## config.mk

```make
export PLATFORM = sky130hd
export DESIGN_NAME = two_class_ready_queue_scheduler
export DESIGN_NICKNAME = d
export VERILOG_FILES = /design/src/design/tcrq_pkg.sv /design/src/design/tcrq_datapath.sv /design/src/design/tcrq_ctrl.sv /design/src/design/two_class_ready_queue_scheduler.sv
export VERILOG_INCLUDE_DIRS = /design/src /design/src/design
export SDC_FILE = /design/constraint.sdc
export NUM_CORES = 1
export LEC_CHECK = 0
export ABC_AREA = 1
export BUFFER_PORTS_ARGS = -buffer_cell sky130_fd_sc_hd__buf_2
export CAP_MARGIN = 25
export CELL_PAD_IN_SITES_DETAIL_PLACEMENT = 2
export CELL_PAD_IN_SITES_GLOBAL_PLACEMENT = 2
export CORE_ASPECT_RATIO = 2
export CORE_MARGIN = 2
export CORE_UTILIZATION = 44
export CTS_CLUSTER_DIAMETER = 50
export DETAILED_ROUTE_END_ITERATION = 16
export GPL_TIMING_DRIVEN = 0
export PLACE_DENSITY = 0.87
export SLEW_MARGIN = 25
export SYNTH_ARGS = -nofsm -noshare
export SYNTH_HDL_FRONTEND = slang
export SYNTH_HIERARCHICAL = 1
export SYNTH_SLANG_ARGS = --single-unit
export TNS_END_PERCENT = 5
```

## constraint.sdc

```tcl
create_clock -name clk -period 4.5 [get_ports clk]
set_input_delay 0.225 -clock clk [delete_from_list [all_inputs] [get_ports clk]]
set_output_delay 0.225 -clock clk [all_outputs]
set_load 0.005 [all_outputs]
```

## src/design/two_class_ready_queue_scheduler_defines.svh

```systemverilog
// assertion macros shared by the scheduler modules
`ifndef TWO_CLASS_READY_QUEUE_SCHEDULER_DEFINES_SVH
`define TWO_CLASS_READY_QUEUE_SCHEDULER_DEFINES_SVH

// same-cycle implication, sampled on clk, off during reset
`define TCRQ_ASSERT_SAME(label, ante, cons) \
  label: assert property (@(posedge clk) disable iff (!rst_n) (ante) |-> (cons)) \
    else $error("tcrq same-cycle check failed");

// next-cycle implication, sampled on clk, off during reset
`define TCRQ_ASSERT_NEXT(label, ante, cons) \
  label: assert property (@(posedge clk) disable iff (!rst_n) (ante) |=> (cons)) \
    else $error("tcrq next-cycle check failed");

`endif

```

## src/design/tcrq_pkg.sv

```systemverilog
// types and constants of the two-class ready-queue scheduler
package tcrq_pkg;

  localparam int TASK_COUNT_DEF = 16;
  localparam int TASK_ID_W      = 4;
  localparam int TASK_ID_COUNT  = 1 << TASK_ID_W;
  localparam int FUNC_W         = 2;
  localparam int CODE_W         = 2;

  typedef enum logic [FUNC_W-1:0] {
    OP_READY    = 2'd0,
    OP_DISPATCH = 2'd1,
    OP_CLEAR    = 2'd2
  } op_t;

  typedef enum logic [CODE_W-1:0] {
    CODE_NONE  = 2'd0,
    CODE_MORE  = 2'd1,
    CODE_EMPTY = 2'd2
  } code_t;

  typedef enum logic {
    ST_IDLE = 1'b0,
    ST_POP  = 1'b1
  } state_t;

  typedef struct packed {
    logic [FUNC_W-1:0]    func;
    logic [TASK_ID_W-1:0] task_id;
    logic                 urgent;
  } in_item_t;

  typedef struct packed {
    logic                 accepted;
    logic [CODE_W-1:0]    dispatch_code;
    logic [TASK_ID_W-1:0] dispatched_task;
  } out_item_t;

  // controller to datapath
  typedef struct packed {
    logic exec;
    logic finish_pop;
  } ctl_cmd_t;

  // datapath to controller
  typedef struct packed {
    logic pop_pending;
    logic out_busy;
  } dp_stat_t;

endpackage

```

## src/design/tcrq_datapath.sv

```systemverilog
// queue memories, ready marks, pointers and result register
`include "two_class_ready_queue_scheduler_defines.svh"

module tcrq_datapath #(
  parameter int TASK_COUNT = tcrq_pkg::TASK_COUNT_DEF
) (
  input  logic                clk,
  input  logic                rst_n,
  input  tcrq_pkg::ctl_cmd_t  cmd,
  output tcrq_pkg::dp_stat_t  stat,
  input  tcrq_pkg::in_item_t  in_data,
  output logic                out_valid,
  input  logic                out_ready,
  output tcrq_pkg::out_item_t out_data
);

  localparam int PTR_W      = (TASK_COUNT > 1) ? $clog2(TASK_COUNT) : 1;
  localparam int CNT_W      = $clog2(TASK_COUNT + 1);
  localparam int MARK_COUNT = (TASK_COUNT < tcrq_pkg::TASK_ID_COUNT) ?
                              TASK_COUNT : tcrq_pkg::TASK_ID_COUNT;
  localparam int MARK_IDX_W = (MARK_COUNT > 1) ? $clog2(MARK_COUNT) : 1;
  localparam logic [PTR_W-1:0] PTR_LAST = PTR_W'(TASK_COUNT - 1);
  localparam logic [CNT_W-1:0] CNT_FULL = CNT_W'(TASK_COUNT);
  localparam logic [8:0]       TASK_COUNT_V = 9'(TASK_COUNT);

  logic [tcrq_pkg::TASK_ID_W-1:0] u_mem [TASK_COUNT];
  logic [tcrq_pkg::TASK_ID_W-1:0] n_mem [TASK_COUNT];
  logic [tcrq_pkg::TASK_ID_W-1:0] u_rd_r, n_rd_r;

  logic [MARK_COUNT-1:0] mark_r, mark_nxt;
  logic [PTR_W-1:0] u_head_r, u_head_nxt, u_tail_r, u_tail_nxt;
  logic [PTR_W-1:0] n_head_r, n_head_nxt, n_tail_r, n_tail_nxt;
  logic [CNT_W-1:0] u_cnt_r, u_cnt_nxt, n_cnt_r, n_cnt_nxt;
  logic sel_urgent_r, sel_urgent_nxt;
  tcrq_pkg::code_t code_r, code_nxt;
  logic out_valid_r;
  tcrq_pkg::out_item_t out_data_r, res_nxt;

  logic u_we, n_we, u_re, n_re, load;
  logic id_ok;
  logic [MARK_IDX_W-1:0] idx;

  function automatic logic [PTR_W-1:0] ptr_inc(input logic [PTR_W-1:0] p);
    return (p == PTR_LAST) ? '0 : p + PTR_W'(1);
  endfunction

  assign id_ok = 9'(in_data.task_id) < TASK_COUNT_V;
  assign idx   = in_data.task_id[MARK_IDX_W-1:0];

  assign stat.pop_pending = (in_data.func == tcrq_pkg::OP_DISPATCH) &&
                            ((u_cnt_r != '0) || (n_cnt_r != '0));
  assign stat.out_busy    = out_valid_r && !out_ready;

  always_comb begin
    mark_nxt       = mark_r;
    u_head_nxt     = u_head_r;
    u_tail_nxt     = u_tail_r;
    u_cnt_nxt      = u_cnt_r;
    n_head_nxt     = n_head_r;
    n_tail_nxt     = n_tail_r;
    n_cnt_nxt      = n_cnt_r;
    sel_urgent_nxt = sel_urgent_r;
    code_nxt       = code_r;
    res_nxt        = '0;
    u_we = 1'b0;
    n_we = 1'b0;
    u_re = 1'b0;
    n_re = 1'b0;
    load = 1'b0;
    if (cmd.exec) begin
      case (tcrq_pkg::op_t'(in_data.func))
        tcrq_pkg::OP_READY: begin
          load = 1'b1;
          if (id_ok && !mark_r[idx]) begin
            if (in_data.urgent) begin
              if (u_cnt_r != CNT_FULL) begin
                u_we             = 1'b1;
                u_tail_nxt       = ptr_inc(u_tail_r);
                u_cnt_nxt        = u_cnt_r + CNT_W'(1);
                mark_nxt[idx]    = 1'b1;
                res_nxt.accepted = 1'b1;
              end
            end else begin
              if (n_cnt_r != CNT_FULL) begin
                n_we             = 1'b1;
                n_tail_nxt       = ptr_inc(n_tail_r);
                n_cnt_nxt        = n_cnt_r + CNT_W'(1);
                mark_nxt[idx]    = 1'b1;
                res_nxt.accepted = 1'b1;
              end
            end
          end
        end
        tcrq_pkg::OP_DISPATCH: begin
          if (u_cnt_r != '0) begin
            u_re           = 1'b1;
            u_head_nxt     = ptr_inc(u_head_r);
            u_cnt_nxt      = u_cnt_r - CNT_W'(1);
            sel_urgent_nxt = 1'b1;
            code_nxt = ((u_cnt_r != CNT_W'(1)) || (n_cnt_r != '0)) ?
                       tcrq_pkg::CODE_MORE : tcrq_pkg::CODE_EMPTY;
          end else if (n_cnt_r != '0) begin
            n_re           = 1'b1;
            n_head_nxt     = ptr_inc(n_head_r);
            n_cnt_nxt      = n_cnt_r - CNT_W'(1);
            sel_urgent_nxt = 1'b0;
            code_nxt = (n_cnt_r != CNT_W'(1)) ?
                       tcrq_pkg::CODE_MORE : tcrq_pkg::CODE_EMPTY;
          end else begin
            load = 1'b1;
          end
        end
        tcrq_pkg::OP_CLEAR: begin
          load = 1'b1;
          if (id_ok) begin
            mark_nxt[idx] = 1'b0;
          end
        end
        default: begin
          load = 1'b1;
        end
      endcase
    end else if (cmd.finish_pop) begin
      load                    = 1'b1;
      res_nxt.dispatch_code   = code_r;
      res_nxt.dispatched_task = sel_urgent_r ? u_rd_r : n_rd_r;
    end
  end

  always_ff @(posedge clk) begin
    if (u_we) begin
      u_mem[u_tail_r] <= in_data.task_id;
    end
    if (u_re) begin
      u_rd_r <= u_mem[u_head_r];
    end
  end

  always_ff @(posedge clk) begin
    if (n_we) begin
      n_mem[n_tail_r] <= in_data.task_id;
    end
    if (n_re) begin
      n_rd_r <= n_mem[n_head_r];
    end
  end

  always_ff @(posedge clk) begin
    if (!rst_n) begin
      mark_r      <= '0;
      u_head_r    <= '0;
      u_tail_r    <= '0;
      u_cnt_r     <= '0;
      n_head_r    <= '0;
      n_tail_r    <= '0;
      n_cnt_r     <= '0;
      out_valid_r <= 1'b0;
    end else begin
      mark_r   <= mark_nxt;
      u_head_r <= u_head_nxt;
      u_tail_r <= u_tail_nxt;
      u_cnt_r  <= u_cnt_nxt;
      n_head_r <= n_head_nxt;
      n_tail_r <= n_tail_nxt;
      n_cnt_r  <= n_cnt_nxt;
      if (load) begin
        out_valid_r <= 1'b1;
      end else if (out_ready) begin
        out_valid_r <= 1'b0;
      end
    end
  end

  always_ff @(posedge clk) begin
    sel_urgent_r <= sel_urgent_nxt;
    code_r       <= code_nxt;
    if (load) begin
      out_data_r <= res_nxt;
    end
  end

  assign out_valid = out_valid_r;
  assign out_data  = out_data_r;

  `TCRQ_ASSERT_SAME(a_cnt_bound, 1'b1, (u_cnt_r <= CNT_FULL) && (n_cnt_r <= CNT_FULL))
  `TCRQ_ASSERT_SAME(a_no_overwrite, load, !(out_valid_r && !out_ready))

endmodule

```

## src/design/tcrq_ctrl.sv

```systemverilog
// controller state machine of the scheduler
`include "two_class_ready_queue_scheduler_defines.svh"

module tcrq_ctrl (
  input  logic               clk,
  input  logic               rst_n,
  input  logic               in_valid,
  output logic               in_ready,
  input  tcrq_pkg::dp_stat_t stat,
  output tcrq_pkg::ctl_cmd_t cmd
);

  tcrq_pkg::state_t state_r, state_nxt;

  always_comb begin
    state_nxt = state_r;
    case (state_r)
      tcrq_pkg::ST_IDLE: begin
        if (cmd.exec && stat.pop_pending) begin
          state_nxt = tcrq_pkg::ST_POP;
        end
      end
      tcrq_pkg::ST_POP: begin
        state_nxt = tcrq_pkg::ST_IDLE;
      end
      default: begin
        state_nxt = tcrq_pkg::ST_IDLE;
      end
    endcase
  end

  always_comb begin
    in_ready       = 1'b0;
    cmd.finish_pop = 1'b0;
    case (state_r)
      tcrq_pkg::ST_IDLE: begin
        in_ready = !stat.out_busy;
      end
      tcrq_pkg::ST_POP: begin
        cmd.finish_pop = 1'b1;
      end
      default: begin
        in_ready = 1'b0;
      end
    endcase
    cmd.exec = in_valid && in_ready;
  end

  always_ff @(posedge clk) begin
    if (!rst_n) begin
      state_r <= tcrq_pkg::ST_IDLE;
    end else begin
      state_r <= state_nxt;
    end
  end

  `TCRQ_ASSERT_NEXT(a_pop_one_cycle, state_r == tcrq_pkg::ST_POP, state_r == tcrq_pkg::ST_IDLE)
  `TCRQ_ASSERT_NEXT(a_pop_follows, cmd.exec && stat.pop_pending, state_r == tcrq_pkg::ST_POP)
  `TCRQ_ASSERT_SAME(a_no_take_in_pop, state_r == tcrq_pkg::ST_POP, !in_ready && !cmd.exec)

endmodule

```

## src/design/two_class_ready_queue_scheduler.sv

```systemverilog
// top level of the two-class ready-queue scheduler
// Task-ready scheduler with an urgent and a normal FIFO of task ids, both
// TASK_COUNT deep, plus one ready mark per task (cleared by reset). A
// make-ready transfer (func 0) appends task_id to the FIFO chosen by urgent,
// unless the task is out of range, already marked, or its FIFO is full; the
// result says accepted. A dispatch transfer (func 1) pops the urgent head
// first, else the normal head, and reports the id and whether tasks still
// wait (code 1) or both FIFOs are now empty (code 2); code 0 means nothing
// was queued. Clear (func 2) drops one task's ready mark; func 3 does
// nothing. Every input transfer yields exactly one result transfer.
// Make-ready, clear, idle dispatch and func 3 write their result register
// directly on the input transfer; a dispatch that pops first fetches the
// FIFO head through the registered read port of its memory and loads the
// result in the pop state. The input side is ready in the idle state as soon
// as the result register is free or being emptied in the same cycle, so a
// popping dispatch holds off the next input until its result is loaded.

module two_class_ready_queue_scheduler #(
  parameter int TASK_COUNT = tcrq_pkg::TASK_COUNT_DEF
) (
  input  logic                clk,
  input  logic                rst_n,
  input  logic                in_valid,
  output logic                in_ready,
  input  tcrq_pkg::in_item_t  in_data,
  output logic                out_valid,
  input  logic                out_ready,
  output tcrq_pkg::out_item_t out_data
);

  // command and status between the controller and the datapath
  tcrq_pkg::ctl_cmd_t cmd;
  tcrq_pkg::dp_stat_t stat;

  // controller: decides when an input transfer is taken and sequences
  // the pop state that finishes a popping dispatch
  tcrq_ctrl u_ctrl (
    .clk      (clk),
    .rst_n    (rst_n),
    .in_valid (in_valid),
    .in_ready (in_ready),
    .stat     (stat),
    .cmd      (cmd)
  );

  // datapath: queue memories, pointers, counts, ready marks and the
  // result register that holds a finished result until its transfer
  tcrq_datapath #(
    .TASK_COUNT (TASK_COUNT)
  ) u_datapath (
    .clk       (clk),
    .rst_n     (rst_n),
    .cmd       (cmd),
    .stat      (stat),
    .in_data   (in_data),
    .out_valid (out_valid),
    .out_ready (out_ready),
    .out_data  (out_data)
  );

endmodule
```

# Yosys cells after proc, flatten, opt, wreduce, memory -nomap -nowiden

Memory sizes are Yosys's and may differ from the RTL's. A register that Yosys moved wholly into a read port is not among the register bits.
Cells that the tools add are included.
Widths: inputs -> output; s select.

Register bits: 54
Memory bits (writable): 128
Input port bits: 11
Memories kept: 2

Memories:

| memory           | depth | width | read ports | clocked after Yosys merged registers in | wr ports | line                | RTL |
|---|---|---|---|---|---|---|---|
| u_datapath.n_mem | 16    | 4     | 1          | 1                                       | 1        | tcrq_datapath.sv:27 | `logic [tcrq_pkg::TASK_ID_W-1:0] n_mem [TASK_COUNT];` |
| u_datapath.u_mem | 16    | 4     | 1          | 1                                       | 1        | tcrq_datapath.sv:26 | `logic [tcrq_pkg::TASK_ID_W-1:0] u_mem [TASK_COUNT];` |

Add/subtract/negate cells: 8
$lt $le $gt $ge: 2
Equality and inequality tests: 20
Muxes and demuxes: 63
Bitwise operators: 10
Reductions and logical operators: 26

Operator list:

| operator            | number |
|---|---|
| $mux 16             | 4 |
| $mux 5              | 9 |
| $mux 1              | 35 |
| $pmux 16 s2         | 1 |
| $mux 4              | 5 |
| $pmux 5 s2          | 2 |
| $add 4x1->4 const B | 4 |
| $and 16x16->16      | 1 |
| $eq 4x4->1 const B  | 4 |
| $not 16->16         | 1 |
| $or 16x16->16       | 1 |
| $reduce_and 5->1    | 3 |
| $ne 2x2->1 const B  | 6 |
| $add 5x1->5 const B | 2 |
| $ne 5x1->1 const B  | 2 |
| $ne 5x5->1 const B  | 2 |
| $reduce_bool 5->1   | 2 |
| $sub 5x1->5 const B | 2 |
| $mux 2              | 4 |
| $reduce_bool 2->1   | 4 |
| $not 1->1           | 7 |
| $reduce_and 7->1    | 1 |
| $ne 3x2->1 const B  | 2 |
| $reduce_and 3->1    | 2 |
| 16 further kinds    | 23 |

# Logic depth before layout (Yosys ltp)

Gate-level depths: netlist (run 1).

Depth in word-level cells: 9
Gate-level depth with buffers: 14

# By module

The synthesis (run 1) kept the hierarchy.

Modules (own cells, without submodules):

| module        | times used | cells an instance | area an instance (um^2) | sequential area each (um^2) |
|---|---|---|---|---|
| tcrq_datapath | 1          | 862               | 8685.8                  | 5245.0 |
| tcrq_ctrl     | 1          | 7                 | 53.8                    | 20.0 |

# Worst setup path before layout (run 1)

OpenSTA, ideal clock, no wires.

Path kind: register to register
From: register u_datapath.out_valid_r, in the netlist u_datapath/out_valid
To: memory u_datapath/u_mem[7][0] (netlist bit) (enable)
Data arrival time: 1901 ps
Required time: 4139 ps
Slack: 2238 ps
Cell stages (with the launch flop): 13
Buffers on the path: 1
Cells stage by stage: dfxtp_1 inv_1 nor2_1 nor2_2 nand2_2 inv_1 buf_2 inv_1 nor3_1 nand2_1 nor2_4 nand2_2 nor3_1

RTL lines:

| element                | line                 | RTL |
|---|---|---|
| from (decl)            | tcrq_datapath.sv:36  | `logic out_valid_r;` |
| from (signal assigned) | tcrq_datapath.sv:157 | `out_valid_r <= 1'b0;` |
| from (signal assigned) | tcrq_datapath.sv:167 | `out_valid_r <= 1'b1;` |
| from (signal assigned) | tcrq_datapath.sv:169 | `out_valid_r <= 1'b0;` |
| to (decl)              | tcrq_datapath.sv:26  |  |

==> metrics.txt, run 1 <==
GP Congestion=0.778; multi-input logic area=3060 sq um; period utilization=0.696; Core Box Area=19600 sq um; max layer used=met5; nets@finish=936; clock sinks=190; Crit Path Category=flop to flop; RSZ-0062 raised after global routing=false; TNS Setup=0 ns; via count of the routed design=6752; switching share of power=0.255; data required time at the worst endpoint=4.58 ns; Internal=2.69 mW; Synth async-reset ratio=0; status=finished, final reports clean; antenna cells=0; first-pass GRT wire length=43700 um; number of gates resized after cts=0; top cells by area, synth=edfxtp_1, dfxtp_1, nor2_1, nand2_1, ha_1; initial antenna violation count=1; top-count cell post-synth=nor2_1; CTS tree=yes; hold-fix buffers at CTS=0; Slew HR=0.351; initial cell density of the core=0.445; Post-Syn Area=8740 sq um; WP data arrival=3.22 ns; # DRC=0; Worst Setup SP=u_datapath/out_valid$_SDFFE_PN0P_; clock latency on the worst-skew pair=0.46 ns; M1 WL=11000 um; reg2reg end=u_datapath/u_mem[7][2]$_DFFE_PP_; Fillers=2054; met2 wire length=15100 um; Synth cell types=39; IO buf count=19; Ports=20; Max-cap violations=0; WL final=28000 um; Worst Skew=0.00992 ns; reg2reg setup slack=1.37 ns; Root Buffer=clkbuf_16; initial DRC count=456; Longest Clk Path Bufs=2; Clock Power Share=0.413; Seq/Total Area, Yosys=0.602; Fmax=319 MHz; most frequent cells after synthesis=nor2_1, nand2_1, edfxtp_1; Leak=3.64 nW; Yosys warning count=6; cells after synthesis=869; Vias/cell=5.71; dpl hpwl=19100 um; hold crit path type=input port to flop; antenna-violating nets left=0; Post-synth top flop=edfxtp_1; R2R cell count=12; pin count of the biggest net entering global routing=40; register area=5270 sq um; wire length on met3=1090 um; Pre-antenna DRT Iters=5; Yosys top cell by area=edfxtp_1; CP Capture Type=flop; worst r2r src=u_datapath/out_valid$_SDFFE_PN0P_; crit path time final=3.13 ns; final slew viol count=0; die area=21100 sq um; Syn Nets=898; final hold violation count=0; Net Sw Power=918 uW; transition time of the tightest slew-check pin=0.974 ns; CTS H-tree lvls=4; flops & latches, synth=190; Synth-to-Final Area Change=11.4%; worst setup path endpoint=u_datapath/u_mem[7][2]$_DFFE_PP_; Yosys top cell area share=0.502; DP Area=9160 sq um; setup bufs post-CTS=0; Flop pwr share=0.530; Wirelength per Cell=23.7 um; Startpoint Class=flop; number of CTS-inserted buffers=17; Mapped Avg Cell Area=10.1 sq um; peak supply drop=0.248 mV; GRT overflow=0; vias in the first global route=7429; width of the die=104 um; Rows=73; layout cells sized above 1=0.104; CTS clk-pin slew, worst paths=0.07 ns; final instance area=9740 sq um; Die Ht=203 um; gr usage total=0.277; worst-path fanout max=10; power density over the cells=370 nW/um^2; final setup vio count=0; Post-synth EDFFs=146; Comb pwr share=0.057
## registers in the layout (all words and copies together), names as in the netlist, named ones only
signal	flops
u_datapath/u_head_r	4
u_datapath/u_rd_r	4
u_datapath/n_cnt_r	5
u_datapath/n_mem	64
u_datapath/out_data	7
u_datapath/u_mem	64
u_datapath/u_cnt_r	5
u_datapath/u_tail_r	4
u_datapath/code_r	2
u_datapath/n_tail_r	4
u_datapath/n_head_r	4
u_datapath/out_valid	1
u_datapath/n_rd_r	4
u_ctrl/state_r	1
u_datapath/sel_urgent_r	1
## placed cells by master, fill, tap and decap left out, drive strengths merged, types with 13 or more instances in the layout
cell,instances
o221ai,15
dfxtp,44
inv,66
edfxtp,146
o32ai,17
nand4,25
clkinv,13
mux2i,15
buf,36
a21oi,26
o21ai,46
clkbuf,35
ha,18
nor2,176
nand2,167
nand3,44
## power groups by stage
stage                     Combinational (mW)  Sequential, mW  Clock (mW)
after floorplan                        0.113            1.95           0
after global placement                 0.189            1.95           0
after detailed placement               0.204            1.95           0
after CTS                              0.209            1.91        1.52
after global routing                   0.227            1.91        1.56
final                                  0.207            1.91        1.49
## per-stage QoR
stage	hold slack, ns	setup slack [ns]	power (mW)	cells	util
5_1_grt	0.0527	1.17	3.70	1182	0.496
3_3_place_gp	0.451	1.44	2.14	1150	0.467
3_5_place_dp	0.484	1.21	2.15	1150	0.467
6_report	0.0370	1.37	3.61	1182	0.496
2_1_floorplan	0.324	2.24	2.06	869	-
4_1_cts	0.0246	1.38	3.64	1182	0.496
## cell type report
class                   count  share of cell area
clock buffers              17              0.0437
clock inverters            15              0.0152
repair buffers             19             0.00977
plain buffers              35              0.0182
well taps                 262              0.0337
inverters                  64              0.0247
flip-flops and latches    190               0.541
multi-input cells         580               0.314
## cell families after synthesis
family	synth area share
flops	0.602
xor+xnor	0.0160
mux	0.0172
simple gates	0.211
buf+inv	0.0478
compound gates	0.0793
fa+ha+maj	0.0258
## metal layers
| metal | up-vias | track usage |
|---|---|---|
| li1 | 3067 | - |
| met1 | 3437 | 0.322 |
| met2 | 185 | 0.505 |
| met3 | 61 | 0.0447 |
| met4 | 2 | 0.119 |
| met5 | - | 0 |
## worst min path at each step
stage | to | slack, ns | startpoint | depth (start not counted)
2_1_floorplan | u_datapath/n_mem[0][0]$_DFFE_PP_ | 0.32 | in_data[1] | 0
3_3_place_gp | u_datapath/n_cnt_r[4]$_SDFFE_PN0P_ | 0.45 | u_datapath/n_cnt_r[4]$_SDFFE_PN0P_ | 2
3_5_place_dp | u_datapath/n_cnt_r[4]$_SDFFE_PN0P_ | 0.48 | u_datapath/n_cnt_r[4]$_SDFFE_PN0P_ | 2
4_1_cts | u_ctrl/state_r$_SDFF_PP0_ | 0.02 | in_valid | 3
5_1_grt | u_ctrl/state_r$_SDFF_PP0_ | 0.05 | in_valid | 3
6_report | u_ctrl/state_r$_SDFF_PP0_ | 0.04 | in_valid | 3
## critical path, cell delays in order, from the launching register on
cell and delay (ns):
dfxtp_1 0.31, inv_1 0.06, nor2_1 0.06, nor2_2 0.13
nand2_2 0.08, inv_1 0.08, buf_2 0.24, inv_1 0.19
nor3_1 0.34, nand2_1 0.16, nor2_4 0.26, nand2_2 0.15
nor3_1 0.70
Note: power is estimated with default switching activity, not from simulation.
==> inputs of run 2 (changes only) <==
--- a/config.mk
+++ b/config.mk
@@ -6,18 +6,18 @@
 export SDC_FILE = /design/constraint.sdc
 export NUM_CORES = 1
 export LEC_CHECK = 0
-export ABC_AREA = 1
+export ABC_AREA = 0
 export BUFFER_PORTS_ARGS = -buffer_cell sky130_fd_sc_hd__buf_2
 export CAP_MARGIN = 25
 export CELL_PAD_IN_SITES_DETAIL_PLACEMENT = 2
 export CELL_PAD_IN_SITES_GLOBAL_PLACEMENT = 2
 export CORE_ASPECT_RATIO = 2
 export CORE_MARGIN = 2
-export CORE_UTILIZATION = 44
+export CORE_UTILIZATION = 42
 export CTS_CLUSTER_DIAMETER = 50
 export DETAILED_ROUTE_END_ITERATION = 16
 export GPL_TIMING_DRIVEN = 0
-export PLACE_DENSITY = 0.87
+export PLACE_DENSITY = 0.79
 export SLEW_MARGIN = 25
 export SYNTH_ARGS = -nofsm -noshare
 export SYNTH_HDL_FRONTEND = slang
==> constraint.sdc (replaced) <==
create_clock -name clk -period 2.8 [get_ports clk]
set_input_delay 0.14 -clock clk [delete_from_list [all_inputs] [get_ports clk]]
set_output_delay 0.14 -clock clk [all_outputs]
set_load 0.005 [all_outputs]
==> metrics.txt, run 2 <==
origin of the worst min-delay path=rst_n (was in_valid); Slew HR=0.369 (was 0.351); initial cell density of the core=0.427 (was 0.445); hold crit path type=input port to flop (unchanged); transition time of the tightest slew-check pin=0.938 ns (was 0.974 ns); WHS=0.0472 ns (was 0.0370 ns); vias in the first global route=5814 (was 7429); dpl hpwl=16400 um (was 19100 um); Wirelength per Cell=25.9 um (was 23.7 um); most common cell after layout, fill and taps aside=edfxtp_1 (was nor2_1); final setup vio count=0 (unchanged); top-count cell post-synth=edfxtp_1 (was nor2_1); Yosys warning count=6 (unchanged); Rows=73 (unchanged); Seq/Total Area, Yosys=0.622 (was 0.602); Startpoint Class=flop (unchanged); via count of the routed design=5096 (was 6752); Vias/cell=5.80 (was 5.71); final hold violation count=0 (unchanged); Longest Clk Path Bufs=2 (unchanged); Synth cell types=56 (was 39); initial DRC count=221 (was 456); Leak=3.23 nW (was 3.64 nW); CTS tree=yes (unchanged); Post-synth top flop=edfxtp_1 (unchanged); final slew viol count=0 (unchanged); critical path's largest stage delay=0.56 ns (was 0.70 ns); WP data arrival=2.88 ns (was 3.22 ns); R2R cell count=4 (was 12); flops & latches, synth=190 (unchanged); CTS H-tree lvls=4 (unchanged); clock latency on the worst-skew pair=0.44 ns (was 0.46 ns); WL final=22800 um (was 28000 um); Mapped Avg Cell Area=15.1 sq um (was 10.1 sq um); worst hold endpoint=u_datapath/u_cnt_r[2]$_SDFFE_PN0P_ (was u_ctrl/state_r$_SDFF_PP0_); most frequent cells after synthesis=edfxtp_1, dfxtp_1, mux4_2 (was nor2_1, nand2_1, edfxtp_1); Synth-to-Final Area Change=12.9% (was 11.4%); cells after synthesis=560 (was 869); Yosys top cell by area=edfxtp_1 (unchanged); crit path time final=2.71 ns (was 3.13 ns); commonest cells after routing, fill and taps aside=edfxtp_1, dfxtp_1, mux4_2 (was nor2_1, nand2_1, edfxtp_1); Worst Skew=0.00592 ns (was 0.00992 ns); layout cells sized above 1=0.222 (was 0.104); Ports=20 (unchanged); pin count of the biggest net entering global routing=36 (was 40); DP Area=8890 sq um (was 9160 sq um); TNS Setup=0 ns (unchanged); Synth async-reset ratio=0 (unchanged); Fmax=369 MHz (was 319 MHz); top cells by area, synth=edfxtp_1, mux4_2, dfxtp_1, mux2i_1, ha_1 (was edfxtp_1, dfxtp_1, nor2_1, nand2_1, ha_1); width of the die=104 um (about the same); CP Capture Type=flop (unchanged); most used cell, CP=mux4_2 (was inv_1); RSZ-0062 raised after global routing=true (was false); Root Buffer=clkbuf_16 (unchanged); Crit Path Category=flop to flop (unchanged); status=finished, final reports clean (unchanged); nets@finish=632 (was 936); WHS Path Cells=3 (unchanged); total power=5.77 mW (was 3.61 mW); hold-fix buffers at CTS=0 (unchanged); Post-Syn Area=8470 sq um (was 8740 sq um); Yosys top cell area share=0.518 (was 0.502); Max-cap violations=0 (unchanged); Die Ht=205 um (was 203 um); GRT overflow=0 (unchanged); Pre-antenna DRT Iters=4 (was 5); first-pass GRT wire length=35300 um (was 43700 um); final instance area=9560 sq um (was 9740 sq um); reg2reg setup slack=0.09 ns (was 1.37 ns); clock sinks=190 (unchanged); Core Box Area=19800 sq um (was 19600 sq um); Slowest-stage cell, CP=mux4_2 (was nor3_1); power density over the cells=604 nW/um^2 (was 370 nW/um^2); reg2reg end=u_datapath/n_rd_r[2]$_DFFE_PP_ (was u_datapath/u_mem[7][2]$_DFFE_PP_); antenna-violating nets left=0 (unchanged); number of CTS-inserted buffers=17 (unchanged); data required time at the worst endpoint=2.97 ns (was 4.58 ns); # DRC=0 (unchanged); worst-path fanout max=10 (unchanged); GP Congestion=0.811 (was 0.778); IO buf count=18 (was 19); die area=21400 sq um (was 21100 sq um); Syn Nets=589 (was 898); critical path, cell by cell=clkbuf_1 -> buf_1 -> mux4_2 -> mux4_2 (was inv_1 -> nor2_1 -> nor2_2 -> nand2_2 -> inv_1 -> buf_2 -> inv_1 -> nor3_1 -> nand2_1 -> nor2_4 -> nand2_2 -> nor3_1); CTS clk-pin slew, worst paths=0.07 ns (about the same); initial antenna violation count=0 (was 1); Final Non-Filler Cells=878 (was 1182); peak supply drop=0.412 mV (was 0.248 mV); Post-synth EDFFs=146 (unchanged); gr usage total=0.225 (was 0.277); dpl cells=840 (was 1150); period utilization=0.967 (was 0.696); worst r2r src=u_datapath/n_head_r[1]$_SDFFE_PN0P_ (was u_datapath/out_valid$_SDFFE_PN0P_); antenna cells=0 (unchanged)
run 2: timing repair:
action | CTS | global route
setup buffers | 0 | 6
gates cloned | 0 | 0
endpoints found under the setup margin | 57 | 101
hold endpoints to repair | 0 | 0
resized for setup | 3 | 15
pin swaps | 0 | 2
run 2: cell families after synthesis:
logic type / after synthesis / synth area share
buffers and inverters: 50 / 0.0261
DFF: 190 / 0.622
AOI/OAI and AO/OA: 64 / 0.0581
xor gates and xnor gates: 4 / 0.00414
muxes: 73 / 0.157
adders and majority gates: 18 / 0.0266
and+or+nand+nor: 161 / 0.107
run 2: worst max path at each step:
stage | startpoint | endpoint | slack (ns) | cells after the start
final | u_datapath/n_head_r[1]$_SDFFE_PN0P_ | u_datapath/n_rd_r[2]$_DFFE_PP_ | 0.09 | 4
after global routing | u_datapath/out_valid$_SDFFE_PN0P_ | u_datapath/u_head_r[3]$_SDFFE_PN0P_ | -0.08 | 7
after CTS | in_data[1] | u_datapath/n_mem[3][0]$_DFFE_PP_ | -0.18 | 7
after detailed placement | in_data[1] | u_datapath/n_mem[11][1]$_DFFE_PP_ | -0.63 | 7
after global placement | in_data[1] | u_datapath/n_mem[3][3]$_DFFE_PP_ | -0.46 | 7
after floorplan | u_datapath/n_cnt_r[0]$_SDFFE_PN0P_ | u_datapath/out_data[0]$_SDFFCE_PP0P_ | 0.50 | 5
run 2: worst max-delay path, delay by kind of cell, from the launching register on:
family / cells / cell delay (ns)
buffers and inverters: 2 / 1.07
muxes: 2 / 1.01
DFF: 1 / 0.35
run 2: final cells by class:
type	instances	area, sq um
fillers	1876	10300
flip-flops and latches	190	5270
multi-input cells	320	3030
clock buffers	19	433
well taps	262	328
plain buffers	34	161
clock inverters	13	144
repair buffers	24	140
inverters	16	60.1
run 2: stage by stage:
step | util | setup slack (ns)
CTS | 0.478 | -0.181
floorplan | - | 0.503
finish | 0.482 | 0.0912
detailed placement | 0.448 | -0.626
global placement | 0.448 | -0.462
global route | 0.482 | -0.0767
run 2: power breakdown:
part,leakage (nW),internal (mW),switching (mW)
logic,1.27,0.100,0.207
registers,1.68,3.05,0.0145
clock network,0.285,1.32,1.08
run 2: layer usage:
| metal | vias up | GRT usage | routed length, um |
|---|---|---|---|
| li1 | 2305 | - | - |
| met1 | 2655 | 0.232 | 8130 |
| met2 | 92 | 0.440 | 13400 |
| met3 | 44 | 0.0347 | 401 |
| met4 | 0 | 0.0985 | 889 |
| met5 | - | 0 | 0 |
